`src/rtl/core/owtr_pkg.sv`:
```
`timescale 1ns / 1ps
`default_nettype none

package owtr_pkg;

    localparam int TimeW  = 20;
    localparam int TempW  = 12;
    localparam int CfgIdxW = 3;
    localparam int CfgDataW = 20;

    localparam logic [7:0] CMD_SKIP_ROM = 8'hCC;
    localparam logic [7:0] CMD_CONVERT  = 8'h44;
    localparam logic [7:0] CMD_READ_PAD = 8'hBE;

    localparam logic [CfgIdxW-1:0] CFG_RESET_LOW     = 3'd0;
    localparam logic [CfgIdxW-1:0] CFG_PRES_TIMEOUT  = 3'd1;
    localparam logic [CfgIdxW-1:0] CFG_POST_PRES     = 3'd2;
    localparam logic [CfgIdxW-1:0] CFG_SLOT          = 3'd3;
    localparam logic [CfgIdxW-1:0] CFG_CONV_WAIT     = 3'd4;
    localparam logic [CfgIdxW-1:0] CFG_MAX_TEMP      = 3'd5;

    typedef struct packed {
        logic tick;
        logic start_req;
        logic channel;
        logic wait_conversion;
        logic line_level_a;
        logic line_level_b;
    } t_in_item;

    typedef struct packed {
        logic             drive_low_a;
        logic             drive_low_b;
        logic             busy_res;
        logic             done_res;
        logic [TempW-1:0] temperature;
    } t_out_item;

    typedef struct packed {
        logic [9:0]       reset_low_us;
        logic [9:0]       presence_timeout_us;
        logic [9:0]       post_presence_us;
        logic [7:0]       slot_us;
        logic [TimeW-1:0] conversion_wait_us;
        logic [TempW-1:0] max_valid_temp;
    } t_cfg;

endpackage

`default_nettype wire

```
`src/rtl/core/one_wire_temperature_reader_top.sv`:
```
`timescale 1ns / 1ps
`default_nettype none

// Channel  | valid        | ready        | payload
// ---------+--------------+--------------+-------------------------------
// in       | i_in_valid   | o_in_ready   | i_in   (t_in_item)
// out      | o_out_valid  | i_out_ready  | o_out  (t_out_item)
// cfg      | i_cfg_valid  | o_cfg_ready  | i_cfg_index, i_cfg_data
//
// One item per cycle while o_in_ready is high: the sequencer state and the result register update
// at the edge that accepts the item, result shown the cycle after.
// Synchronous active-low reset clears the sequencer, the last valid readings
// and the result valid flag; configuration returns to its defaults.
// o_in_ready drops only while a result is held and i_out_ready is low.
// Configuration writes are always taken and act from the next edge.

module one_wire_temperature_reader_top (
    input  wire                           i_clk,
    input  wire                           i_rst_n,
    input  wire                           i_in_valid,
    output logic                          o_in_ready,
    input  owtr_pkg::t_in_item            i_in,
    output logic                          o_out_valid,
    input  wire                           i_out_ready,
    output owtr_pkg::t_out_item           o_out,
    input  wire                           i_cfg_valid,
    output logic                          o_cfg_ready,
    input  wire [owtr_pkg::CfgIdxW-1:0]   i_cfg_index,
    input  wire [owtr_pkg::CfgDataW-1:0]  i_cfg_data
);
    import owtr_pkg::*;

    t_cfg      cfg;
    t_out_item res;
    logic      accept;
    logic      r_out_valid;
    t_out_item r_out;

    assign o_in_ready  = !r_out_valid || i_out_ready;
    assign accept      = i_in_valid && o_in_ready;
    assign o_out_valid = r_out_valid;
    assign o_out       = r_out;

    owtr_cfg u_cfg (
        .i_clk       (i_clk),
        .i_rst_n     (i_rst_n),
        .i_cfg_valid (i_cfg_valid),
        .o_cfg_ready (o_cfg_ready),
        .i_cfg_index (i_cfg_index),
        .i_cfg_data  (i_cfg_data),
        .o_cfg       (cfg)
    );

    owtr_seq u_seq (
        .i_clk    (i_clk),
        .i_rst_n  (i_rst_n),
        .i_accept (accept),
        .i_item   (i_in),
        .i_cfg    (cfg),
        .o_res    (res)
    );

    always_ff @(posedge i_clk) begin
        if (!i_rst_n) begin
            r_out_valid <= 1'b0;
        end else if (accept) begin
            r_out_valid <= 1'b1;
        end else if (i_out_ready) begin
            r_out_valid <= 1'b0;
        end
    end

    always_ff @(posedge i_clk) begin
        if (accept) begin
            r_out <= res;
        end
    end

    a_one_line: assert property (@(posedge i_clk) disable iff (!i_rst_n)
        r_out_valid |-> !(r_out.drive_low_a && r_out.drive_low_b))
        else $error("both lines driven");

    a_done_not_busy: assert property (@(posedge i_clk) disable iff (!i_rst_n)
        (r_out_valid && r_out.done_res) |-> !r_out.busy_res)
        else $error("done while busy");

    a_temp_quiet: assert property (@(posedge i_clk) disable iff (!i_rst_n)
        (r_out_valid && !r_out.done_res) |-> (r_out.temperature == '0))
        else $error("temperature without done");

endmodule

`default_nettype wire

```
`src/rtl/core/owtr_cfg.sv`:
```
`timescale 1ns / 1ps
`default_nettype none

module owtr_cfg (
    input  wire                            i_clk,
    input  wire                            i_rst_n,
    input  wire                            i_cfg_valid,
    output logic                           o_cfg_ready,
    input  wire [owtr_pkg::CfgIdxW-1:0]    i_cfg_index,
    input  wire [owtr_pkg::CfgDataW-1:0]   i_cfg_data,
    output owtr_pkg::t_cfg                 o_cfg
);
    import owtr_pkg::*;

    t_cfg r_cfg;

    assign o_cfg_ready = 1'b1;
    assign o_cfg       = r_cfg;

    always_ff @(posedge i_clk) begin
        if (!i_rst_n) begin
            r_cfg.reset_low_us        <= 10'd200;
            r_cfg.presence_timeout_us <= 10'd500;
            r_cfg.post_presence_us    <= 10'd100;
            r_cfg.slot_us             <= 8'd20;
            r_cfg.conversion_wait_us  <= 20'd500000;
            r_cfg.max_valid_temp      <= 12'd99;
        end else if (i_cfg_valid) begin
            unique case (i_cfg_index)
                CFG_RESET_LOW:    r_cfg.reset_low_us        <= i_cfg_data[9:0];
                CFG_PRES_TIMEOUT: r_cfg.presence_timeout_us <= i_cfg_data[9:0];
                CFG_POST_PRES:    r_cfg.post_presence_us    <= i_cfg_data[9:0];
                CFG_SLOT:         r_cfg.slot_us             <= i_cfg_data[7:0];
                CFG_CONV_WAIT:    r_cfg.conversion_wait_us  <= i_cfg_data[TimeW-1:0];
                CFG_MAX_TEMP:     r_cfg.max_valid_temp      <= i_cfg_data[TempW-1:0];
                default: begin
                end
            endcase
        end
    end

endmodule

`default_nettype wire

```
`src/rtl/core/owtr_seq.sv`:
```
`timescale 1ns / 1ps
`default_nettype none

module owtr_seq (
    input  wire                  i_clk,
    input  wire                  i_rst_n,
    input  wire                  i_accept,
    input  owtr_pkg::t_in_item   i_item,
    input  owtr_pkg::t_cfg       i_cfg,
    output owtr_pkg::t_out_item  o_res
);
    import owtr_pkg::*;

    typedef enum logic [4:0] {
        PH_IDLE, PH_RST_LOW, PH_PRES_WAIT, PH_POST_PRES,
        PH_WR_LOW, PH_WR_HOLD, PH_WR_REC, PH_CONV_WAIT,
        PH_RD0_LOW, PH_RD0_REL, PH_RD1_LOW, PH_RD1_REL
    } t_phase;

    t_phase           r_phase, n_phase;
    logic [TimeW-1:0] r_tc, n_tc;
    logic [2:0]       r_bit, n_bit;
    logic [2:0]       r_step, n_step;
    logic [7:0]       r_shift, n_shift;
    logic [15:0]      r_raw, n_raw;
    logic             r_ach, n_ach;
    logic             r_wf, n_wf;
    logic [TempW-1:0] r_last [2];
    logic [TempW-1:0] n_last [2];

    logic [TimeW-1:0] lim;
    logic [TimeW:0]   tc_inc;
    logic             tmr_done;
    logic [TimeW-1:0] tc_next;
    logic             level;

    logic [2:0]       ent_s;
    logic [7:0]       ent_shift_in;
    t_phase           ent_phase;
    logic [2:0]       ent_step;
    logic [7:0]       ent_shift;

    logic [7:0]       samp;
    logic [TempW-1:0] temp;
    logic             done;
    logic             drive;

    assign level  = r_ach ? i_item.line_level_b : i_item.line_level_a;
    assign tc_inc = {1'b0, r_tc} + {{TimeW{1'b0}}, 1'b1};

    always_comb begin
        unique case (r_phase)
            PH_RST_LOW:   lim = {10'd0, i_cfg.reset_low_us};
            PH_PRES_WAIT: lim = {10'd0, i_cfg.presence_timeout_us};
            PH_POST_PRES: lim = {10'd0, i_cfg.post_presence_us};
            PH_WR_HOLD, PH_RD0_REL, PH_RD1_REL: lim = {12'd0, i_cfg.slot_us};
            PH_CONV_WAIT: lim = i_cfg.conversion_wait_us;
            default:      lim = {{(TimeW-1){1'b0}}, 1'b1};
        endcase
    end

    assign tmr_done = tc_inc >= {1'b0, lim};
    assign tc_next  = tmr_done ? '0 : tc_inc[TimeW-1:0];
    assign samp     = (r_tc == '0) ? {level, r_shift[7:1]} : r_shift;

    always_comb begin
        if (r_phase == PH_IDLE) begin
            ent_s = 3'd0;
        end else if (r_phase == PH_CONV_WAIT) begin
            ent_s = 3'd4;
        end else begin
            ent_s = r_step + 3'd1;
        end
        ent_shift_in = (r_phase == PH_WR_REC) ? {1'b0, r_shift[7:1]} : r_shift;
    end

    always_comb begin
        ent_step  = ent_s;
        ent_shift = ent_shift_in;
        unique case (ent_s)
            3'd0, 3'd4: ent_phase = PH_RST_LOW;
            3'd1, 3'd5: begin
                ent_phase = PH_WR_LOW;
                ent_shift = CMD_SKIP_ROM;
            end
            3'd2: begin
                ent_phase = PH_WR_LOW;
                ent_shift = CMD_CONVERT;
            end
            3'd3: begin
                if (r_wf && (i_cfg.conversion_wait_us != '0)) begin
                    ent_phase = PH_CONV_WAIT;
                end else begin
                    ent_phase = PH_RST_LOW;
                    ent_step  = 3'd4;
                end
            end
            3'd6: begin
                ent_phase = PH_WR_LOW;
                ent_shift = CMD_READ_PAD;
            end
            default: begin
                ent_phase = PH_RD0_LOW;
                ent_shift = 8'd0;
            end
        endcase
    end

    always_comb begin
        n_phase   = r_phase;
        n_tc      = r_tc;
        n_bit     = r_bit;
        n_step    = r_step;
        n_shift   = r_shift;
        n_raw     = r_raw;
        n_ach     = r_ach;
        n_wf      = r_wf;
        n_last[0] = r_last[0];
        n_last[1] = r_last[1];
        done      = 1'b0;
        temp      = '0;

        if (r_phase == PH_IDLE) begin
            if (i_item.start_req) begin
                n_ach   = i_item.channel;
                n_wf    = i_item.wait_conversion;
                n_raw   = '0;
                n_phase = ent_phase;
                n_step  = ent_step;
                n_shift = ent_shift;
                n_tc    = '0;
                n_bit   = '0;
            end
        end else if (i_item.tick) begin
            unique case (r_phase)
                PH_RST_LOW: begin
                    n_tc = tc_next;
                    if (tmr_done) n_phase = PH_PRES_WAIT;
                end
                PH_PRES_WAIT: begin
                    if (!level) begin
                        n_tc    = '0;
                        n_phase = PH_POST_PRES;
                    end else begin
                        n_tc = tc_next;
                        if (tmr_done) n_phase = PH_POST_PRES;
                    end
                end
                PH_POST_PRES, PH_CONV_WAIT: begin
                    n_tc = tc_next;
                    if (tmr_done) begin
                        n_phase = ent_phase;
                        n_step  = ent_step;
                        n_shift = ent_shift;
                        n_bit   = '0;
                    end
                end
                PH_WR_LOW: begin
                    n_tc = tc_next;
                    if (tmr_done) n_phase = PH_WR_HOLD;
                end
                PH_WR_HOLD: begin
                    n_tc = tc_next;
                    if (tmr_done) n_phase = PH_WR_REC;
                end
                PH_WR_REC: begin
                    n_tc = tc_next;
                    if (tmr_done) begin
                        if (r_bit == 3'd7) begin
                            n_phase = ent_phase;
                            n_step  = ent_step;
                            n_shift = ent_shift;
                            n_bit   = '0;
                        end else begin
                            n_shift = ent_shift_in;
                            n_bit   = r_bit + 3'd1;
                            n_phase = PH_WR_LOW;
                        end
                    end
                end
                PH_RD0_LOW: begin
                    n_tc = tc_next;
                    if (tmr_done) n_phase = PH_RD0_REL;
                end
                PH_RD1_LOW: begin
                    n_tc = tc_next;
                    if (tmr_done) n_phase = PH_RD1_REL;
                end
                PH_RD0_REL, PH_RD1_REL: begin
                    n_shift = samp;
                    n_tc    = tc_next;
                    if (tmr_done) begin
                        if (r_bit != 3'd7) begin
                            n_bit   = r_bit + 3'd1;
                            n_phase = (r_phase == PH_RD0_REL) ? PH_RD0_LOW : PH_RD1_LOW;
                        end else if (r_phase == PH_RD0_REL) begin
                            n_raw   = {8'd0, samp};
                            n_shift = 8'd0;
                            n_bit   = '0;
                            n_phase = PH_RD1_LOW;
                        end else begin
                            n_raw = {samp, r_raw[7:0]};
                            temp  = samp[7] ? '0 : {samp, r_raw[7:4]};
                            if (temp <= i_cfg.max_valid_temp) begin
                                n_last[r_ach] = temp;
                            end else begin
                                temp = r_last[r_ach];
                            end
                            done    = 1'b1;
                            n_bit   = '0;
                            n_step  = '0;
                            n_phase = PH_IDLE;
                        end
                    end
                end
                default: n_phase = PH_IDLE;
            endcase
        end
    end

    always_comb begin
        drive = (n_phase == PH_RST_LOW) || (n_phase == PH_WR_LOW) ||
                (n_phase == PH_RD0_LOW) || (n_phase == PH_RD1_LOW) ||
                ((n_phase == PH_WR_HOLD) && !n_shift[0]);
        o_res.drive_low_a = drive && !n_ach;
        o_res.drive_low_b = drive && n_ach;
        o_res.busy_res    = n_phase != PH_IDLE;
        o_res.done_res    = done;
        o_res.temperature = done ? temp : '0;
    end

    always_ff @(posedge i_clk) begin
        if (!i_rst_n) begin
            r_phase   <= PH_IDLE;
            r_tc      <= '0;
            r_bit     <= '0;
            r_step    <= '0;
            r_shift   <= '0;
            r_raw     <= '0;
            r_ach     <= 1'b0;
            r_wf      <= 1'b0;
            r_last[0] <= '0;
            r_last[1] <= '0;
        end else if (i_accept) begin
            r_phase   <= n_phase;
            r_tc      <= n_tc;
            r_bit     <= n_bit;
            r_step    <= n_step;
            r_shift   <= n_shift;
            r_raw     <= n_raw;
            r_ach     <= n_ach;
            r_wf      <= n_wf;
            r_last[0] <= n_last[0];
            r_last[1] <= n_last[1];
        end
    end

    a_idle_holds: assert property (@(posedge i_clk) disable iff (!i_rst_n)
        (i_accept && (r_phase == PH_IDLE) && !i_item.start_req) |=> (r_phase == PH_IDLE))
        else $error("idle left without start");

    a_stall_holds: assert property (@(posedge i_clk) disable iff (!i_rst_n)
        !i_accept |=> ($stable(r_phase) && $stable(r_tc)))
        else $error("state moved without an item");

    a_done_idle: assert property (@(posedge i_clk) disable iff (!i_rst_n)
        (i_accept && o_res.done_res) |=> (r_phase == PH_IDLE))
        else $error("done without return to idle");

endmodule

`default_nettype wire

```
`config.mk`:
```
export PLATFORM = sky130hd
export DESIGN_NAME = one_wire_temperature_reader_top
export DESIGN_NICKNAME = d
export VERILOG_FILES = /design/src/rtl/core/owtr_pkg.sv /design/src/rtl/core/one_wire_temperature_reader_top.sv /design/src/rtl/core/owtr_cfg.sv /design/src/rtl/core/owtr_seq.sv
export SDC_FILE = /design/constraint.sdc
export NUM_CORES = 1
export LEC_CHECK = 0
export BUFFER_PORTS_ARGS = -buffer_cell sky130_fd_sc_hd__buf_2
export CAP_MARGIN = 0
export CELL_PAD_IN_SITES_DETAIL_PLACEMENT = 0
export CELL_PAD_IN_SITES_GLOBAL_PLACEMENT = 2
export CORE_MARGIN = 1.5
export CORE_UTILIZATION = 38
export CTS_CLUSTER_SIZE = 20
export DETAILED_ROUTE_END_ITERATION = 12
export HOLD_SLACK_MARGIN = 0.03
export PLACE_DENSITY = 0.92
export SLEW_MARGIN = 15
export SYNTH_ARGS = -nofsm -noshare
export SYNTH_HDL_FRONTEND = slang
export SYNTH_SLANG_ARGS = --single-unit
```
`constraint.sdc`:
```
create_clock -name i_clk -period 6.18 [get_ports i_clk]
set_input_delay 1.236 -clock i_clk [delete_from_list [all_inputs] [get_ports i_clk]]
set_output_delay 1.236 -clock i_clk [all_outputs]
set_load 0.005 [all_outputs]
```
# ---- Word-level counts from Yosys, hierarchy flattened
# Memory sizes are Yosys's and may differ from the RTL's. A register that Yosys moved wholly into a read port is not among the register bits.
# Cells that the tools add are included.
dict set report word_totals {
  ff_bits 136
  mem_count 1
  ramBits 24
  elab_cells 222
}
# name depth word_bits rd rd_clocked_by_memory_dff write_ports line
set memory_table {}
lappend memory_table {u_seq.r_last 2 12 3 1 2 owtr_seq.sv:28} ;# logic [TempW-1:0] r_last [2];
dict set report op_classes {
  eq_ne 37
  n_bitwise 7
  reduce_logical 48
  magnitude_cmp 4
  muxes 101
  addsub 3
}
# cell count
set op_table {}
lappend op_table {{24-bit two-way mux} 7}
lappend op_table {{8-bit two-way mux} 18}
lappend op_table {{20-bit two-way mux} 5}
lappend op_table {{20-bit case mux with 5 select lines} 1}
lappend op_table {{5-bit two-way mux} 15}
lappend op_table {{3-bit two-way mux} 22}
lappend op_table {{12-bit two-way mux} 4}
lappend op_table {{5-bit case mux with 9 select lines} 1}
lappend op_table {{20-bit case mux with 2 select lines} 1}
lappend op_table {{8-bit case mux with 4 select lines} 1}
lappend op_table {{5-bit by 3-bit == test with 1-bit output (second input constant)} 6}
lappend op_table {{5-bit by 4-bit == test with 1-bit output (second input constant)} 6}
lappend op_table {{24-bit bitwise mux} 1}
lappend op_table {{8-bit case mux with 3 select lines} 1}
lappend op_table {{20-bit by 1-bit adder with 21-bit output (second input constant)} 1}
lappend op_table {{21-bit by 20-bit greater-or-equal comparator with 1-bit output} 1}
lappend op_table {{20-bit zero test} 1}
lappend op_table {{20-bit nonzero test} 1}
lappend op_table {{3-bit == test (second input constant)} 6}
lappend op_table {{3-bit case mux with 3 select lines} 2}
lappend op_table {{1-bit two-way mux} 17}
lappend op_table {{5-bit case mux with 3 select lines} 1}
lappend op_table {{7-bit AND reduction} 2}
lappend op_table {{12-bit demux with 1-bit select} 1}
lappend op_table {{other kinds (38)} 78}

# ---- Depth between registers and ports, before layout
dict set report depth {
  depth_word 17
  mapped_depth 19
  depth_no_buf 17
}

# ---- Hierarchy
# From an unflattened synthesis, not the netlist that was laid out.
dict set report unflattened {
  cells_unflattened 1036
  area_unflattened_um2 9135.0
}
# module seq_area_each_um2 instances cells_each area_each_um2
set modules_own_cells {}
lappend modules_own_cells {owtr_seq 1641.6 1 742 5803.1}
lappend modules_own_cells {owtr_cfg 1401.3 1 273 2793.9}
lappend modules_own_cells {one_wire_temperature_reader_top 500.5 1 21 538.0}

# ---- Least setup slack after synthesis
# Ideal clock, no wire load.
dict set report synth_timing {
  kind {flip-flop to flip-flop}
  start {register, netlist name u_seq.r_tc[4]}
  end {memory u_seq.r_last[0][0], enable pin}
  arrival_time_ns 5.254
  path_slack_ns 0.488
  required_ns 5.742
  path_stages_with_launch 17
  path_buffers 3
  synth_period_minus_slack_ns 5.692
  cell_sequence {dfxtp_1 clkbuf_2 or4_1 nor2_1 and2_1 buf_2 mux2_2 nor2_1 ha_1 a21o_1 a21o_1 a21o_1 a21o_1 a21oi_1 o21ai_1 clkbuf_1 o21ai_0}
}
# item line
set synth_rtl {}
lappend synth_rtl {{to (decl)} owtr_seq.sv:28}

==> flow_summary_export.csv <==
group,metric,value,unit
power_and_ir_drop,power.share.combinational,16.5,%
cells_and_area,final_cell_mix,"204 x nand2_1, 117 x dfxtp_1, 104 x a21oi_1",
cells_and_area,area_growth,11.7,%
power_and_ir_drop,p_int,1.81,mW
yosys,synth_compound_area_share,22.0,%
worst_setup_path,required,6.31,ns
yosys,synth_top_family_by_area,"simple AND/OR/NAND/NOR gates",
global_routing,antenna_found_initial,0,
floorplanning,die_w,157,microns
global_routing,grt_max_degree,86,
sta,fin_crit,5.12,ns
power_and_ir_drop,leakage,3.84,nW
detailed_routing,num_vias,8010,
yosys,yosysWarnings,0,
yosys,ys_types,83,
clock_network,clk_path_buf_depth,2,
worst_setup_path,cp_slowest_cell,"mux2i_1",
worst_setup_path,critical_path.top_delay_family,"simple AND/OR/NAND/NOR gates",
place,io_buffers,51,
floorplanning,rows,56,
cells_and_area,final_common_cell,"nand2_1",
global_routing,grt_use_met2,34.3,%
floorplanning,start_util,38.4,%
global_routing,grt.busiest_layer,"met2",
yosys,synth_seq_cells,157,
sta,fin_skew,0.0169,ns
power_and_ir_drop,clkPwrFrac,40.1,%
detailed_routing,totalWireLength,26.3,mm
clock_network,ctsHtreeMaxLevel,4,
yosys,synthMuxAreaShare,3.28,%
power_and_ir_drop,vdd_drop_max,0.141,mV
global_routing,grt_first_pass_wirelength,41.4,mm
cells_and_area,final_nets,1173,
clock_network,ctsResizeCount,0,
yosys,synth_fa_ha_area_share,6.00,%
sta,setup_viol,0,
global_routing,gr-usage-all-layers,21.8,%
yosys,synth_xor_area_share,1.86,%
worst_setup_path,path_buf_inv,3,
flow_run,cap_violations,0,
global_routing,overflow,0,
cells_and_area,antenna_cells,0,
power_and_ir_drop,p_sw,0.789,mW
clock_network,numCtsBuffers,17,
worst_setup_path,path_class,"flip-flop to flip-flop",
sta,tightest_slew,1.19,ns
cells_and_area,final_area,10000,sq um
power_and_ir_drop,switching_share,30.3,%
power_and_ir_drop,sequentialPowerShare,43.4,%
yosys,netlist_area,8960,sq um
hold_path,min_path_type,"flip-flop to flip-flop",
global_routing,grt_pass1_vias,7453,
clock_network,cts_tree,"done",
clock_network,clk_latency,0.44,ns
global_routing,use_met1,30.6,%
detailed_routing,drtPass1Iterations,6,
floorplanning,fp.dieH,157,microns
yosys,ys_seq_area_share,39.5,%
sta,fmax,195,MHz
worst_setup_path,endpoint_kind,"flip-flop",
sta,slew_headroom,20.5,%
clock_network,root_buffer,"clkbuf_16",
yosys,syn_nets,1149,
worst_setup_path,cp_cell_sequence,"or4_1 -> nor2_1 -> and2_1 -> mux2i_1 -> nand2_1 -> inv_1 -> ha_1 -> nor2b_1 -> o21a_1 -> o21a_1 -> o21a_1 -> o21ai_0 -> o21ai_1 -> buf_4 -> o21ai_2 -> buf_4",
detailed_routing,drt-initial-drc-count,758,
worst_setup_path,start_kind,"flip-flop",
yosys,avgSynthCellArea,8.36,sq um
floorplanning,die-area,24500,sq um
global_routing,gr-usage-met3,3.85,%
floorplanning,core,23300,sq um
worst_setup_path,critPathMostFrequentCell,"o21a_1",
floorplanning,ioPinCount,53,
yosys,netlist_instances,1072,
sta,final.setup.tns,0,ns
worst_setup_path,crit_arrival,5.25,ns
place,placed_cell_area,9440,sq um
place,gp_congestion,0.885,
yosys,synth_edf_count,40,
worst_setup_path,worstPathMaxFanout,24,
clock_network,cts_setup_buffers,0,
yosys,async_reset_ff_share,0,%
sta,maxSlewViolCount,0,
status,outcome,"completed",
yosys,synth_ff_type,"dfxtp_1",
detailed_routing,viasPerCell,5.61,
detailed_routing,wl_per_cell,18.4,microns
clock_network,postCtsHoldBufs,0,
clock_network,clk_pin_slew,0.07,ns
sta,hold_viol,0,
cells_and_area,drive_above_1_share,11.6,%
worst_setup_path,slowest_delay,0.61,ns
place,hpwl,18.6,mm
power_and_ir_drop,cellPowerDensity,260,nW/um^2
clock_network,cts.sinks,157,
detailed_routing,antenna_left,0,
detailed_routing,drc_errors,0,
yosys,synth-simple-area-share,22.9,%
sta,grt_setup_unrepaired,"false",
sta,finalCritPeriodShare,82.8,%
==> cells in the mapped netlist, types with 22 or more instances <==
| master | instances | area, sq um |
|---|---|---|
| a211oi_1 | 22 | 165 |
| a21oi_1 | 104 | 521 |
| a22o_1 | 26 | 228 |
| clkbuf_1 | 39 | 146 |
| dfxtp_1 | 117 | 2340 |
| edfxtp_1 | 40 | 1200 |
| ha_1 | 43 | 538 |
| inv_1 | 29 | 109 |
| mux2i_1 | 26 | 260 |
| nand2_1 | 204 | 766 |
| nand3_1 | 45 | 225 |
| nor2_1 | 90 | 338 |
| o21ai_0 | 40 | 200 |
==> logic make-up (layout without fill, tap and decap cells) <==
kind of cell               count (synthesis)  count (layout)
AOI/OAI and AO/OA                        292             292
xor gates and xnor gates                  19              19
adders and majority gates                 43              43
buffers and inverters                     89             126
DFF                                      157             157
muxes                                     29              29
other                                      1               1
and+or+nand+nor                          442             442
==> power by group through the flow <==
| stage | registers [mW] | logic (mW) | clock network, mW |
|---|---|---|---|
| 6_report | 1.13 | 0.429 | 1.04 |
| 5_1_grt | 1.13 | 0.470 | 1.10 |
| 4_1_cts | 1.13 | 0.423 | 1.06 |
| 3_5_place_dp | 1.15 | 0.421 | 0 |
| 3_3_place_gp | 1.15 | 0.420 | 0 |
| 2_1_floorplan | 1.14 | 0.305 | 0 |
==> per-layer routing <==
layer  vias to the layer above  share of wire (%)  routed length [microns]
met2                       273                 46                    12100
met1                      3797                 47                    12400
met5                         -                  0                        0
met3                        25                5.5                     1440
li1                       3915                  -                        -
met4                         0                1.4                      374
==> cell type report <==
type	instances	area, sq um
Fill cell	2364	13300
Multi-Input combinational cell	826	5030
Sequential cell	157	3540
Clock buffer	18	439
Tap cell	319	399
Timing Repair Buffer	65	360
Clock inverter	14	131
Inverter	29	109
==> worst paths after layout <==
check | start | endpoint | slack [ns] | cells past startpoint
hold reg to reg | u_cfg.o_cfg[32]$_SDFFE_PN0P_ | u_cfg.o_cfg[32]$_SDFFE_PN0P_ | 0.46 | 2
hold / removal | u_cfg.o_cfg[32]$_SDFFE_PN0P_ | u_cfg.o_cfg[32]$_SDFFE_PN0P_ | 0.46 | 2
setup / recovery | u_seq.r_tc[4]$_SDFFE_PN0P_ | u_seq.r_last[1][0]$_SDFFCE_PN0P_ | 1.06 | 16
setup reg to reg | u_seq.r_tc[4]$_SDFFE_PN0P_ | u_seq.r_last[1][0]$_SDFFCE_PN0P_ | 1.06 | 16
==> registers in the layout (all words and copies together) (netlist names), 3 cells and up, named ones only <==
name and flops:
u_cfg.o_cfg 70, u_seq.r_phase 5, u_seq.r_shift 8, u_seq.r_last 24, o_out 16, u_seq.r_tc 20
u_seq.r_raw 4, u_seq.r_bit 3, u_seq.r_step 3
==> tightest hold or removal path, cell delays in order, from the launching register on <==
cell	delay [ns]
dfxtp_1	0.31
nand2_1	0.05
a21oi_1	0.05
==> through the flow <==
stage	utilization [%]	cells	power, mW	hold slack (ns)	setup WS (ns)
2_1_floorplan	-	1072	1.44	0.432	0.488
3_3_place_gp	40.5	1396	1.57	0.442	1.17
3_5_place_dp	40.5	1396	1.57	0.447	1.07
4_1_cts	42.9	1428	2.61	0.456	1.05
5_1_grt	42.9	1428	2.70	0.470	0.677
6_report	42.9	1428	2.60	0.456	1.06
Note: power is estimated with default switching activity, not from simulation.
